File: src/rtl/core/scc_pkg.sv
// scc_pkg: sizes, item structs, controller states and the command/response
// structs between the search controller and the adjacency store.
// Used by every module of the strongly connected components block except scc_ram.
package scc_pkg;

    // sizing
    localparam int MAX_NODES = 64;
    localparam int MAX_EDGES = 512;
    localparam int NODE_W    = (MAX_NODES > 1) ? $clog2(MAX_NODES) : 1;
    localparam int CNT_W     = $clog2(MAX_NODES + 1);
    localparam int EDGE_W    = (MAX_EDGES > 1) ? $clog2(MAX_EDGES) : 1;
    localparam int PTR_W     = $clog2(MAX_EDGES + 1);
    localparam int CFG_W     = 7;
    localparam int ID_W      = 7;
    localparam int COMP_W    = 6;

    // end-of-list pointer
    localparam logic [PTR_W-1:0] NIL = PTR_W'(MAX_EDGES);

    // input item kinds
    localparam logic KIND_EDGE = 1'b0;
    localparam logic KIND_GO   = 1'b1;

    // search directions
    localparam logic DIR_FWD = 1'b0;
    localparam logic DIR_REV = 1'b1;

    typedef struct packed {
        logic            kind;
        logic [ID_W-1:0] from_node;
        logic [ID_W-1:0] to_node;
    } t_in_item;

    typedef struct packed {
        logic [ID_W-1:0]   node_id;
        logic [COMP_W-1:0] component_index;
        logic              end_of_component;
        logic              last;
        logic              edge_overflow;
    } t_out_item;

    typedef enum logic [3:0] {
        S_IDLE,
        S_EDGE_WR,
        S_P1_ROOT,
        S_HEAD,
        S_STEP,
        S_EDGE_RD,
        S_RESTORE,
        S_P2_POP,
        S_P2_ROOT,
        S_FLUSH
    } t_state;

    // controller to adjacency store
    typedef struct packed {
        logic              app_start;
        logic              app_commit;
        logic [NODE_W-1:0] app_from;
        logic [NODE_W-1:0] app_to;
        logic [EDGE_W-1:0] app_edge;
        logic              rd_head;
        logic              rd_link;
        logic              rd_dir;
        logic [NODE_W-1:0] rd_node;
        logic [EDGE_W-1:0] rd_ptr;
        logic              clear;
    } t_gcmd;

    // adjacency store to controller, valid in the cycle after a read
    typedef struct packed {
        logic [PTR_W-1:0]  head;
        logic [NODE_W-1:0] link_node;
        logic [PTR_W-1:0]  link_next;
    } t_gresp;

endpackage

File: src/rtl/core/scc_ram.sv
// scc_ram: generic single write port, single read port memory with a
// registered read. No dependencies.
module scc_ram #(
    parameter int WIDTH = 8,
    parameter int DEPTH = 64
) (
    input  logic                                       i_clk,
    input  logic                                       i_we,
    input  logic [((DEPTH > 1) ? $clog2(DEPTH) : 1)-1:0] i_waddr,
    input  logic [WIDTH-1:0]                           i_wdata,
    input  logic                                       i_re,
    input  logic [((DEPTH > 1) ? $clog2(DEPTH) : 1)-1:0] i_raddr,
    output logic [WIDTH-1:0]                           o_rdata
);

    logic [WIDTH-1:0] r_mem [DEPTH];
    logic [WIDTH-1:0] r_rdata;

    // write port
    always_ff @(posedge i_clk) begin
        if (i_we) begin
            r_mem[i_waddr] <= i_wdata;
        end
    end

    // registered read port
    always_ff @(posedge i_clk) begin
        if (i_re) begin
            r_rdata <= r_mem[i_raddr];
        end
    end

    assign o_rdata = r_rdata;

endmodule

File: src/rtl/core/scc_walk.sv
// scc_walk: item intake, two-pass depth-first search sequencer with search
// and finish stack memories, visited bits and the result output stage.
// Depends on scc_pkg and scc_ram.
module scc_walk import scc_pkg::*; (
    input  logic             i_clk,
    input  logic             i_rst_n,
    input  logic [CFG_W-1:0] i_n,
    input  logic             i_in_valid,
    input  t_in_item         i_in_item,
    output logic             o_in_stall,
    output logic             o_out_valid,
    output t_out_item        o_out_item,
    input  logic             i_out_stall,
    output t_gcmd            o_gcmd,
    input  t_gresp           i_gresp
);

    t_state                r_state, n_state;
    logic                  r_pass, n_pass;
    logic [CFG_W-1:0]      r_root, n_root;
    logic [NODE_W-1:0]     r_top_node, n_top_node;
    logic [PTR_W-1:0]      r_top_cur, n_top_cur;
    logic [CNT_W-1:0]      r_sp, n_sp;
    logic [CNT_W-1:0]      r_fin, n_fin;
    logic [COMP_W-1:0]     r_comp, n_comp;
    logic [MAX_NODES-1:0]  r_vis1, n_vis1;
    logic [MAX_NODES-1:0]  r_vis2, n_vis2;
    logic [PTR_W-1:0]      r_edges, n_edges;
    logic                  r_ovf, n_ovf;
    t_out_item             r_out, n_out;
    logic                  r_out_vld, n_out_vld;
    t_out_item             r_pend, n_pend;
    logic                  r_pend_vld, n_pend_vld;

    // stack memory controls
    logic                       w_sw_we, w_sw_re;
    logic [NODE_W-1:0]          w_sw_waddr, w_sw_raddr;
    logic [NODE_W+PTR_W-1:0]    w_sw_wdata, w_sw_q;
    logic                       w_fw_we, w_fw_re;
    logic [NODE_W-1:0]          w_fw_waddr, w_fw_raddr;
    logic [NODE_W-1:0]          w_fw_q;

    // shared conditions
    logic                  w_out_take, w_out_free, w_emit_ok;
    logic                  w_in_range;
    logic [NODE_W-1:0]     w_v, w_root_idx;
    logic                  w_v_new, w_v_go, w_now_new;
    logic                  w_emit;
    logic [NODE_W-1:0]     w_emit_node;

    assign w_out_take = r_out_vld && !i_out_stall;
    assign w_out_free = !r_out_vld || w_out_take;
    assign w_emit_ok  = !r_pend_vld || w_out_free;

    assign w_in_range = (i_in_item.from_node != '0) && (i_in_item.from_node <= i_n)
                     && (i_in_item.to_node != '0) && (i_in_item.to_node <= i_n);

    assign w_root_idx = NODE_W'(r_root);
    assign w_v        = i_gresp.link_node;
    assign w_v_new    = (CFG_W'(w_v) < i_n)
                     && !(r_pass ? r_vis2[w_v] : r_vis1[w_v])
                     && (r_sp < CNT_W'(MAX_NODES));
    assign w_v_go     = w_v_new && (!r_pass || w_emit_ok);
    assign w_now_new  = (CFG_W'(w_fw_q) < i_n) && !r_vis2[w_fw_q];

    assign o_in_stall = (r_state != S_IDLE);

    // next state
    always_comb begin
        n_state = r_state;
        unique case (r_state)
            S_IDLE: begin
                if (i_in_valid) begin
                    if (i_in_item.kind == KIND_GO) begin
                        n_state = S_P1_ROOT;
                    end else if (w_in_range && (r_edges != NIL)) begin
                        n_state = S_EDGE_WR;
                    end
                end
            end
            S_EDGE_WR: n_state = S_IDLE;
            S_P1_ROOT: begin
                if (r_root == i_n) begin
                    n_state = S_P2_POP;
                end else if (!r_vis1[w_root_idx]) begin
                    n_state = S_HEAD;
                end
            end
            S_HEAD: n_state = S_STEP;
            S_STEP: begin
                if (r_top_cur != NIL) begin
                    n_state = S_EDGE_RD;
                end else if (r_sp == CNT_W'(1)) begin
                    n_state = r_pass ? S_P2_POP : S_P1_ROOT;
                end else begin
                    n_state = S_RESTORE;
                end
            end
            S_RESTORE: n_state = S_STEP;
            S_EDGE_RD: begin
                if (!w_v_new) begin
                    n_state = S_STEP;
                end else if (w_v_go) begin
                    n_state = S_HEAD;
                end
            end
            S_P2_POP: n_state = (r_fin != '0) ? S_P2_ROOT : S_FLUSH;
            S_P2_ROOT: begin
                if (!w_now_new) begin
                    n_state = S_P2_POP;
                end else if (w_emit_ok) begin
                    n_state = S_HEAD;
                end
            end
            S_FLUSH: begin
                if (!r_pend_vld || w_out_free) begin
                    n_state = S_IDLE;
                end
            end
            default: n_state = S_IDLE;
        endcase
    end

    // datapath and memory controls
    always_comb begin
        n_pass     = r_pass;
        n_root     = r_root;
        n_top_node = r_top_node;
        n_top_cur  = r_top_cur;
        n_sp       = r_sp;
        n_fin      = r_fin;
        n_comp     = r_comp;
        n_vis1     = r_vis1;
        n_vis2     = r_vis2;
        n_edges    = r_edges;
        n_ovf      = r_ovf;
        n_out      = r_out;
        n_out_vld  = r_out_vld && !w_out_take;
        n_pend     = r_pend;
        n_pend_vld = r_pend_vld;
        o_gcmd     = '0;
        w_sw_we    = 1'b0;
        w_sw_re    = 1'b0;
        w_sw_waddr = NODE_W'(r_sp - CNT_W'(1));
        w_sw_raddr = NODE_W'(r_sp - CNT_W'(2));
        w_sw_wdata = {r_top_node, i_gresp.link_next};
        w_fw_we    = 1'b0;
        w_fw_re    = 1'b0;
        w_fw_waddr = NODE_W'(r_fin);
        w_fw_raddr = NODE_W'(r_fin - CNT_W'(1));
        w_emit     = 1'b0;
        w_emit_node = w_fw_q;

        o_gcmd.app_from = NODE_W'(i_in_item.from_node - ID_W'(1));
        o_gcmd.app_to   = NODE_W'(i_in_item.to_node - ID_W'(1));
        o_gcmd.app_edge = r_edges[EDGE_W-1:0];
        o_gcmd.rd_dir   = r_pass;
        o_gcmd.rd_ptr   = r_top_cur[EDGE_W-1:0];
        o_gcmd.rd_node  = w_v;

        unique case (r_state)
            S_IDLE: begin
                if (i_in_valid) begin
                    if (i_in_item.kind == KIND_GO) begin
                        n_pass = DIR_FWD;
                        n_root = '0;
                        n_fin  = '0;
                        n_comp = '0;
                    end else if (w_in_range) begin
                        if (r_edges == NIL) begin
                            n_ovf = 1'b1;
                        end else begin
                            o_gcmd.app_start = 1'b1;
                            n_edges = r_edges + PTR_W'(1);
                        end
                    end
                end
            end
            S_EDGE_WR: o_gcmd.app_commit = 1'b1;
            S_P1_ROOT: begin
                if (r_root == i_n) begin
                    // all roots done: second pass walks the reverse lists
                    n_pass = DIR_REV;
                end else begin
                    if (r_vis1[w_root_idx]) begin
                        n_root = r_root + CFG_W'(1);
                    end else begin
                        n_vis1[w_root_idx] = 1'b1;
                        n_top_node     = w_root_idx;
                        n_sp           = CNT_W'(1);
                        o_gcmd.rd_head = 1'b1;
                        o_gcmd.rd_node = w_root_idx;
                    end
                end
            end
            S_HEAD: n_top_cur = i_gresp.head;
            S_STEP: begin
                if (r_top_cur != NIL) begin
                    o_gcmd.rd_link = 1'b1;
                end else begin
                    // node finished: pop it
                    n_sp = r_sp - CNT_W'(1);
                    if (!r_pass && (r_fin < CNT_W'(MAX_NODES))) begin
                        w_fw_we = 1'b1;
                        n_fin   = r_fin + CNT_W'(1);
                    end
                    if (r_sp == CNT_W'(1)) begin
                        if (r_pass) begin
                            n_pend.end_of_component = 1'b1;
                            n_comp = r_comp + COMP_W'(1);
                        end else begin
                            n_root = r_root + CFG_W'(1);
                        end
                    end else begin
                        w_sw_re = 1'b1;
                    end
                end
            end
            S_RESTORE: {n_top_node, n_top_cur} = w_sw_q;
            S_EDGE_RD: begin
                if (!w_v_new) begin
                    n_top_cur = i_gresp.link_next;
                end else if (w_v_go) begin
                    // descend: save the parent with its advanced cursor
                    if (r_pass) begin
                        n_vis2[w_v] = 1'b1;
                    end else begin
                        n_vis1[w_v] = 1'b1;
                    end
                    w_sw_we        = 1'b1;
                    n_sp           = r_sp + CNT_W'(1);
                    n_top_node     = w_v;
                    o_gcmd.rd_head = 1'b1;
                    w_emit         = r_pass;
                    w_emit_node    = w_v;
                end
            end
            S_P2_POP: begin
                if (r_fin != '0) begin
                    w_fw_re = 1'b1;
                    n_fin   = r_fin - CNT_W'(1);
                end
            end
            S_P2_ROOT: begin
                if (w_now_new && w_emit_ok) begin
                    n_vis2[w_fw_q] = 1'b1;
                    n_top_node     = w_fw_q;
                    n_sp           = CNT_W'(1);
                    o_gcmd.rd_head = 1'b1;
                    o_gcmd.rd_node = w_fw_q;
                    w_emit         = 1'b1;
                end
            end
            S_FLUSH: begin
                if (!r_pend_vld || w_out_free) begin
                    if (r_pend_vld) begin
                        n_out      = r_pend;
                        n_out.last = 1'b1;
                        n_out_vld  = 1'b1;
                        n_pend_vld = 1'b0;
                    end
                    n_vis1       = '0;
                    n_vis2       = '0;
                    n_edges      = '0;
                    n_ovf        = 1'b0;
                    o_gcmd.clear = 1'b1;
                end
            end
            default: ;
        endcase

        // a newly visited node waits in the pending slot until its end mark is known
        if (w_emit) begin
            if (r_pend_vld) begin
                n_out      = r_pend;
                n_out.last = 1'b0;
                n_out_vld  = 1'b1;
            end
            n_pend.node_id          = ID_W'(w_emit_node) + ID_W'(1);
            n_pend.component_index  = r_comp;
            n_pend.end_of_component = 1'b0;
            n_pend.last             = 1'b0;
            n_pend.edge_overflow    = r_ovf;
            n_pend_vld              = 1'b1;
        end
    end

    // control registers
    always_ff @(posedge i_clk) begin
        if (!i_rst_n) begin
            r_state    <= S_IDLE;
            r_vis1     <= '0;
            r_vis2     <= '0;
            r_edges    <= '0;
            r_ovf      <= 1'b0;
            r_out_vld  <= 1'b0;
            r_pend_vld <= 1'b0;
            r_sp       <= '0;
            r_fin      <= '0;
        end else begin
            r_state    <= n_state;
            r_vis1     <= n_vis1;
            r_vis2     <= n_vis2;
            r_edges    <= n_edges;
            r_ovf      <= n_ovf;
            r_out_vld  <= n_out_vld;
            r_pend_vld <= n_pend_vld;
            r_sp       <= n_sp;
            r_fin      <= n_fin;
        end
    end

    // payload registers
    always_ff @(posedge i_clk) begin
        r_pass     <= n_pass;
        r_root     <= n_root;
        r_top_node <= n_top_node;
        r_top_cur  <= n_top_cur;
        r_comp     <= n_comp;
        r_out      <= n_out;
        r_pend     <= n_pend;
    end

    // search stack: entries below the top of stack
    scc_ram #(.WIDTH(NODE_W + PTR_W), .DEPTH(MAX_NODES)) u_search_stack (
        .i_clk   (i_clk),
        .i_we    (w_sw_we),
        .i_waddr (w_sw_waddr),
        .i_wdata (w_sw_wdata),
        .i_re    (w_sw_re),
        .i_raddr (w_sw_raddr),
        .o_rdata (w_sw_q)
    );

    // finish order of the first pass
    scc_ram #(.WIDTH(NODE_W), .DEPTH(MAX_NODES)) u_finish_stack (
        .i_clk   (i_clk),
        .i_we    (w_fw_we),
        .i_waddr (w_fw_waddr),
        .i_wdata (r_top_node),
        .i_re    (w_fw_re),
        .i_raddr (w_fw_raddr),
        .o_rdata (w_fw_q)
    );

    assign o_out_valid = r_out_vld;
    assign o_out_item  = r_out;

    // stack depths never exceed the node limit
    a_depth: assert property (@(posedge i_clk) disable iff (!i_rst_n)
        (r_sp <= CNT_W'(MAX_NODES)) && (r_fin <= CNT_W'(MAX_NODES)))
        else $error("stack depth beyond node limit");

    // a live cursor is always followed by its link read
    a_cursor: assert property (@(posedge i_clk) disable iff (!i_rst_n)
        (r_state == S_STEP && r_top_cur != NIL) |=> (r_state == S_EDGE_RD))
        else $error("cursor not followed");

    // the first pass never produces a result
    a_pass1_quiet: assert property (@(posedge i_clk) disable iff (!i_rst_n)
        (!r_pass && (r_state == S_STEP || r_state == S_EDGE_RD || r_state == S_P1_ROOT))
        |=> !$rose(r_pend_vld))
        else $error("result during first pass");

    // leaving flush leaves a cleared graph and nothing pending
    a_cleared: assert property (@(posedge i_clk) disable iff (!i_rst_n)
        (r_state == S_FLUSH && n_state == S_IDLE)
        |=> (r_vis1 == '0 && r_vis2 == '0 && r_edges == '0 && !r_pend_vld))
        else $error("graph not cleared after search");

endmodule

File: config.mk
export PLATFORM = sky130hd
export DESIGN_NAME = scc_walk
export DESIGN_NICKNAME = d
export VERILOG_FILES = /design/src/rtl/core/scc_pkg.sv /design/src/rtl/core/scc_ram.sv /design/src/rtl/core/scc_walk.sv
export SDC_FILE = /design/constraint.sdc
export NUM_CORES = 2
export LEC_CHECK = 0
export BUFFER_PORTS_ARGS = -buffer_cell sky130_fd_sc_hd__buf_2
export CELL_PAD_IN_SITES_DETAIL_PLACEMENT = 1
export CELL_PAD_IN_SITES_GLOBAL_PLACEMENT = 1
export CORE_AREA = 2 2 386 388
export CTS_CLUSTER_SIZE = 28
export DETAILED_ROUTE_END_ITERATION = 12
export DIE_AREA = 0 0 388 390
export HOLD_SLACK_MARGIN = 0.08
export PLACE_DENSITY = 0.75
export SYNTH_ARGS = -nofsm -noshare
export SYNTH_HDL_FRONTEND = slang
export SYNTH_SLANG_ARGS = --single-unit
File: constraint.sdc
create_clock -name i_clk -period 3.9 [get_ports i_clk]
set_clock_uncertainty 0.2 [all_clocks]
set_input_delay 0.195 -clock i_clk [delete_from_list [all_inputs] [get_ports i_clk]]
set_output_delay 0.195 -clock i_clk [all_outputs]
set_load 0.03 [all_outputs]
==> flow_summary.toml <==
[outcome]
status = "finished with violations"
violations = "setup timing"

[setup_path]
reg2regPathDepth = 6
crit_required_ns = 3.50
worst-path-buf-inv = 3
critPathLaunch = "r_root[1]$_SDFFCE_PN0P_"
crit_type = "register to primary output"
startpoint_type = "register"
cpMostUsedCell = "buf_6"
crit_path_end = "o_gcmd[11]"
path_depth = 11
endpoint_kind = "primary output"
worstPathCellList = "buf_12 -> mux2_2 -> a221oi_2 -> a2bb2oi_2 -> a2bb2oi_1 -> and4b_2 -> and3_4 -> nor2_2 -> buf_6 -> a221o_1 -> buf_6"
timing.rr.start = "r_top_cur[1]$_DFFE_PP_"
r2r_end = "u_finish_stack.r_mem[51][2]$_DFFE_PP_"
cpPeakStageDelay_ns = 0.44
arrival_ns = 3.71
path_delay_family = "compound AO/OA/AOI/OAI gates"
crit_fanout = 8
ff2ff_setup_slack_ns = -0.11
cp_slowest_cell = "edfxtp_1"

[floorplan]
core_um2 = 147000
num_io_pins = 112
initial_core_util_pct = 46.7
num_rows = 141
die_h_um = 390
die_area_um2 = 151000
die_width_um = 388

[clocking]
cts_tree = "yes"
numCtsBuffers = 167
cts-root-buf = "clkbuf_16"
cts.sinks = 1650
clkTransAtPathRegs_ns = 0.06
worstSkewPairLatency_ns = 0.83
h-tree-depth = 4
clockBufferDepth = 3

[final_layout]
stdcell_area_um2 = 80900
fill_cells = 13300
drive_gt1_share_pct = 32.2
instances_no_fill = 6361
nets = 4391
syn2layout_area_growth_pct = 17.8

[synth]
syn_area_per_cell_um2 = 17.9
synth_top_family_by_area = "multiplexers"
synthesis.area_um2 = 68700
synth.most_common_cell = "edfxtp_1"
ys_types = 80
synthSimpleGateAreaFrac_pct = 4.85
synth-compound-area-share_pct = 5.28
synth_ff_type = "edfxtp_1"
syn_inst = 3846
yosys_register_bits = 1650
yosysTopAreaCell = "edfxtp_1"
synthTopCellsByArea = "edfxtp_1, mux4_2, dfxtp_1"
ys_top_cells_by_count = "edfxtp_1, mux4_2, nor2_1"
synth-xor-area-share_pct = 0.676
synthesis.nets = 3938
synthAdderAreaFrac_pct = 0.729
ys_seq_area_share_pct = 69.8
synth.area.mux_share_pct = 16.8
synth-async-reset-ratio_pct = 0
yosysWarnings = 0
yosys.area.top_type_share_pct = 65.1
synth_edf_count = 1490

[sta]
setup_viol = 19
setup_tns_ns = -1.95
clock.fmax_mhz = 244
rsz0062_at_grt = "true"
finalMaxSlewViolations = 0
hold_viol_final = 0
finalCritPeriodShare_pct = 105
fin_crit_ns = 4.10
tightest_slew_ns = 1.22
final.setup.worst_slack_ns = -0.202
slew_headroom_pct = 18.6

[power]
powerDensity_nw_per_um2 = 596
leakage_uw = 0.0258
ir_drop_uv = 517

[placed_design]
detailed_place_hpwl_um = 139000
post_dp_cell_area_um2 = 74600
place.gp.congestion = 0.947
port_buffers = 111
dp.cells = 5993

[detailed_routing]
route.vias.total = 41000
drt_first_pass_iters = 6
drtAntennaViolNets = 0
routed_wirelength_um = 212000
drt_iter0_drc = 5154
via_per_inst = 6.44
post-route-drc-count = 0
routedWlPerCell_um = 33.4

[global_route]
grt_max_degree = 129
antenna_found_initial = 17
overflow = 0
grt_pass1_wl_um = 308000
grt_usage_pct = 28.2
grt_pass1_vias = 41800

[flow_run]
max_cap_viol_count = 0

[worst_hold_path]
hp-class = "input port to register"
-- through the flow --
step                util [%]  total power [µW]  setup WS [ns]  hold slack (ns)
floorplan                  -             27200         -0.375           0.0939
global placement        50.7             32000         -0.239            0.224
detailed placement      50.7             32300         -0.312            0.225
CTS                     54.9             48200         -0.156            0.104
global route            55.0             49300         -0.242            0.155
finish                  55.0             48200         -0.202            0.143
-- flip-flops by register name (all words and copies together), names as in the netlist, 10 cells and up, named ones only --
name,count
u_finish_stack.r_mem,384
u_search_stack.r_mem,1024
r_pend,15
u_search_stack.o_rdata,16
r_vis2,64
r_edges,10
r_top_cur,10
r_vis1,64
-- power breakdown --
part | internal, µW | switching (µW) | total [µW]
Combinational | 4930 | 7320 | 12300
Clock | 8900 | 6840 | 15700
Sequential | 19900 | 267 | 20200
-- metal layers --
metal	GRT usage, %	share of wire [%]	vias to the layer above	wire, µm
li1	-	-	16600	-
met1	38.9	39	21600	83300
met2	44.6	47	2349	100000
met3	5.90	9.4	447	20000
met4	10.6	4.0	8	8460
met5	0	0.023	-	49
-- cells in the final DEF (no fill, tap or decap), types with 16 or more instances in the layout --
cell              n
a211oi_1         19
buf_4           288
clkbuf_1         36
buf_12           89
edfxtp_1       1490
nor2_1          232
clkinv_1         34
nor3_1           33
o21ai_2          60
dfxtp_1         157
nor2b_1          28
nand2_1         185
a22oi_1          93
buf_2            99
ha_1             38
o21ai_0          42
mux2_2           17
mux2i_1          55
a21oi_1         112
nand3_1          54
clkbuf_16       171
xnor2_1          20
mux4_2          477
inv_1            33
nand4_1          16
clkinv_2         30
xor2_1           27
dlygate4sd3_1    47
o22ai_1          72
nor3_2           18
nor2_2           63
-- cell families (layout without fill, tap and decap cells) --
group / count (synthesis) / in the layout
AND/OR/NAND/NOR: 740 / 740
other: 0 / 2
flip-flops: 1650 / 1650
XOR/XNOR: 53 / 53
multiplexers: 551 / 551
buffers and inverters: 293 / 876
AO/OA/AOI/OAI: 519 / 519
adder cells (fa/ha/maj): 40 / 40
-- worst reg2reg max path, stage by stage, from the launching register on --
cell,delay [ns]
edfxtp_1,0.39
nor4_1,0.32
and4b_1,0.57
nand2_1,0.28
nor3_1,0.62
nand3_1,0.65
nor2_1,0.63
-- area by class of cell --
class                   count  area, µm²  area share, %
diodes                      2       5.00        0.00619
clock buffers             208       4420           5.46
flip-flops and latches   1650      48000           59.3
multi-input cells        1903      20000           24.7
clock inverters            91        845           1.04
well taps                1930       2410           2.98
repair buffers            539       5150           6.36
inverters                  38        146          0.181
-- how the worst min path moves through the flow --
stage / to / from / slack (ns) / cells past startpoint
floorplan: u_search_stack.r_mem[0][0]$_DFFE_PP_ / i_gresp[0] / 0.09 / 0
global placement: r_pend[0]$_DFFE_PN_ / r_ovf$_SDFFE_PN0P_ / 0.22 / 0
detailed placement: r_pend[0]$_DFFE_PN_ / r_ovf$_SDFFE_PN0P_ / 0.23 / 0
CTS: r_ovf$_SDFFE_PN0P_ / i_in_item[6] / 0.10 / 7
global route: r_ovf$_SDFFE_PN0P_ / i_in_item[6] / 0.16 / 7
finish: r_ovf$_SDFFE_PN0P_ / i_in_item[6] / 0.14 / 7
-- timing repair --
item | in CTS | in global routing
endpoints found under the setup margin | 973 | 560
hold buffers | 47 | 0
gates cloned | 2 | 1
buffers inserted | 17 | 0
pin swaps | 16 | 9
gates resized for setup | 54 | 27
hold endpoints to repair | 567 | 0
Note: power is estimated with default switching activity, not from simulation.
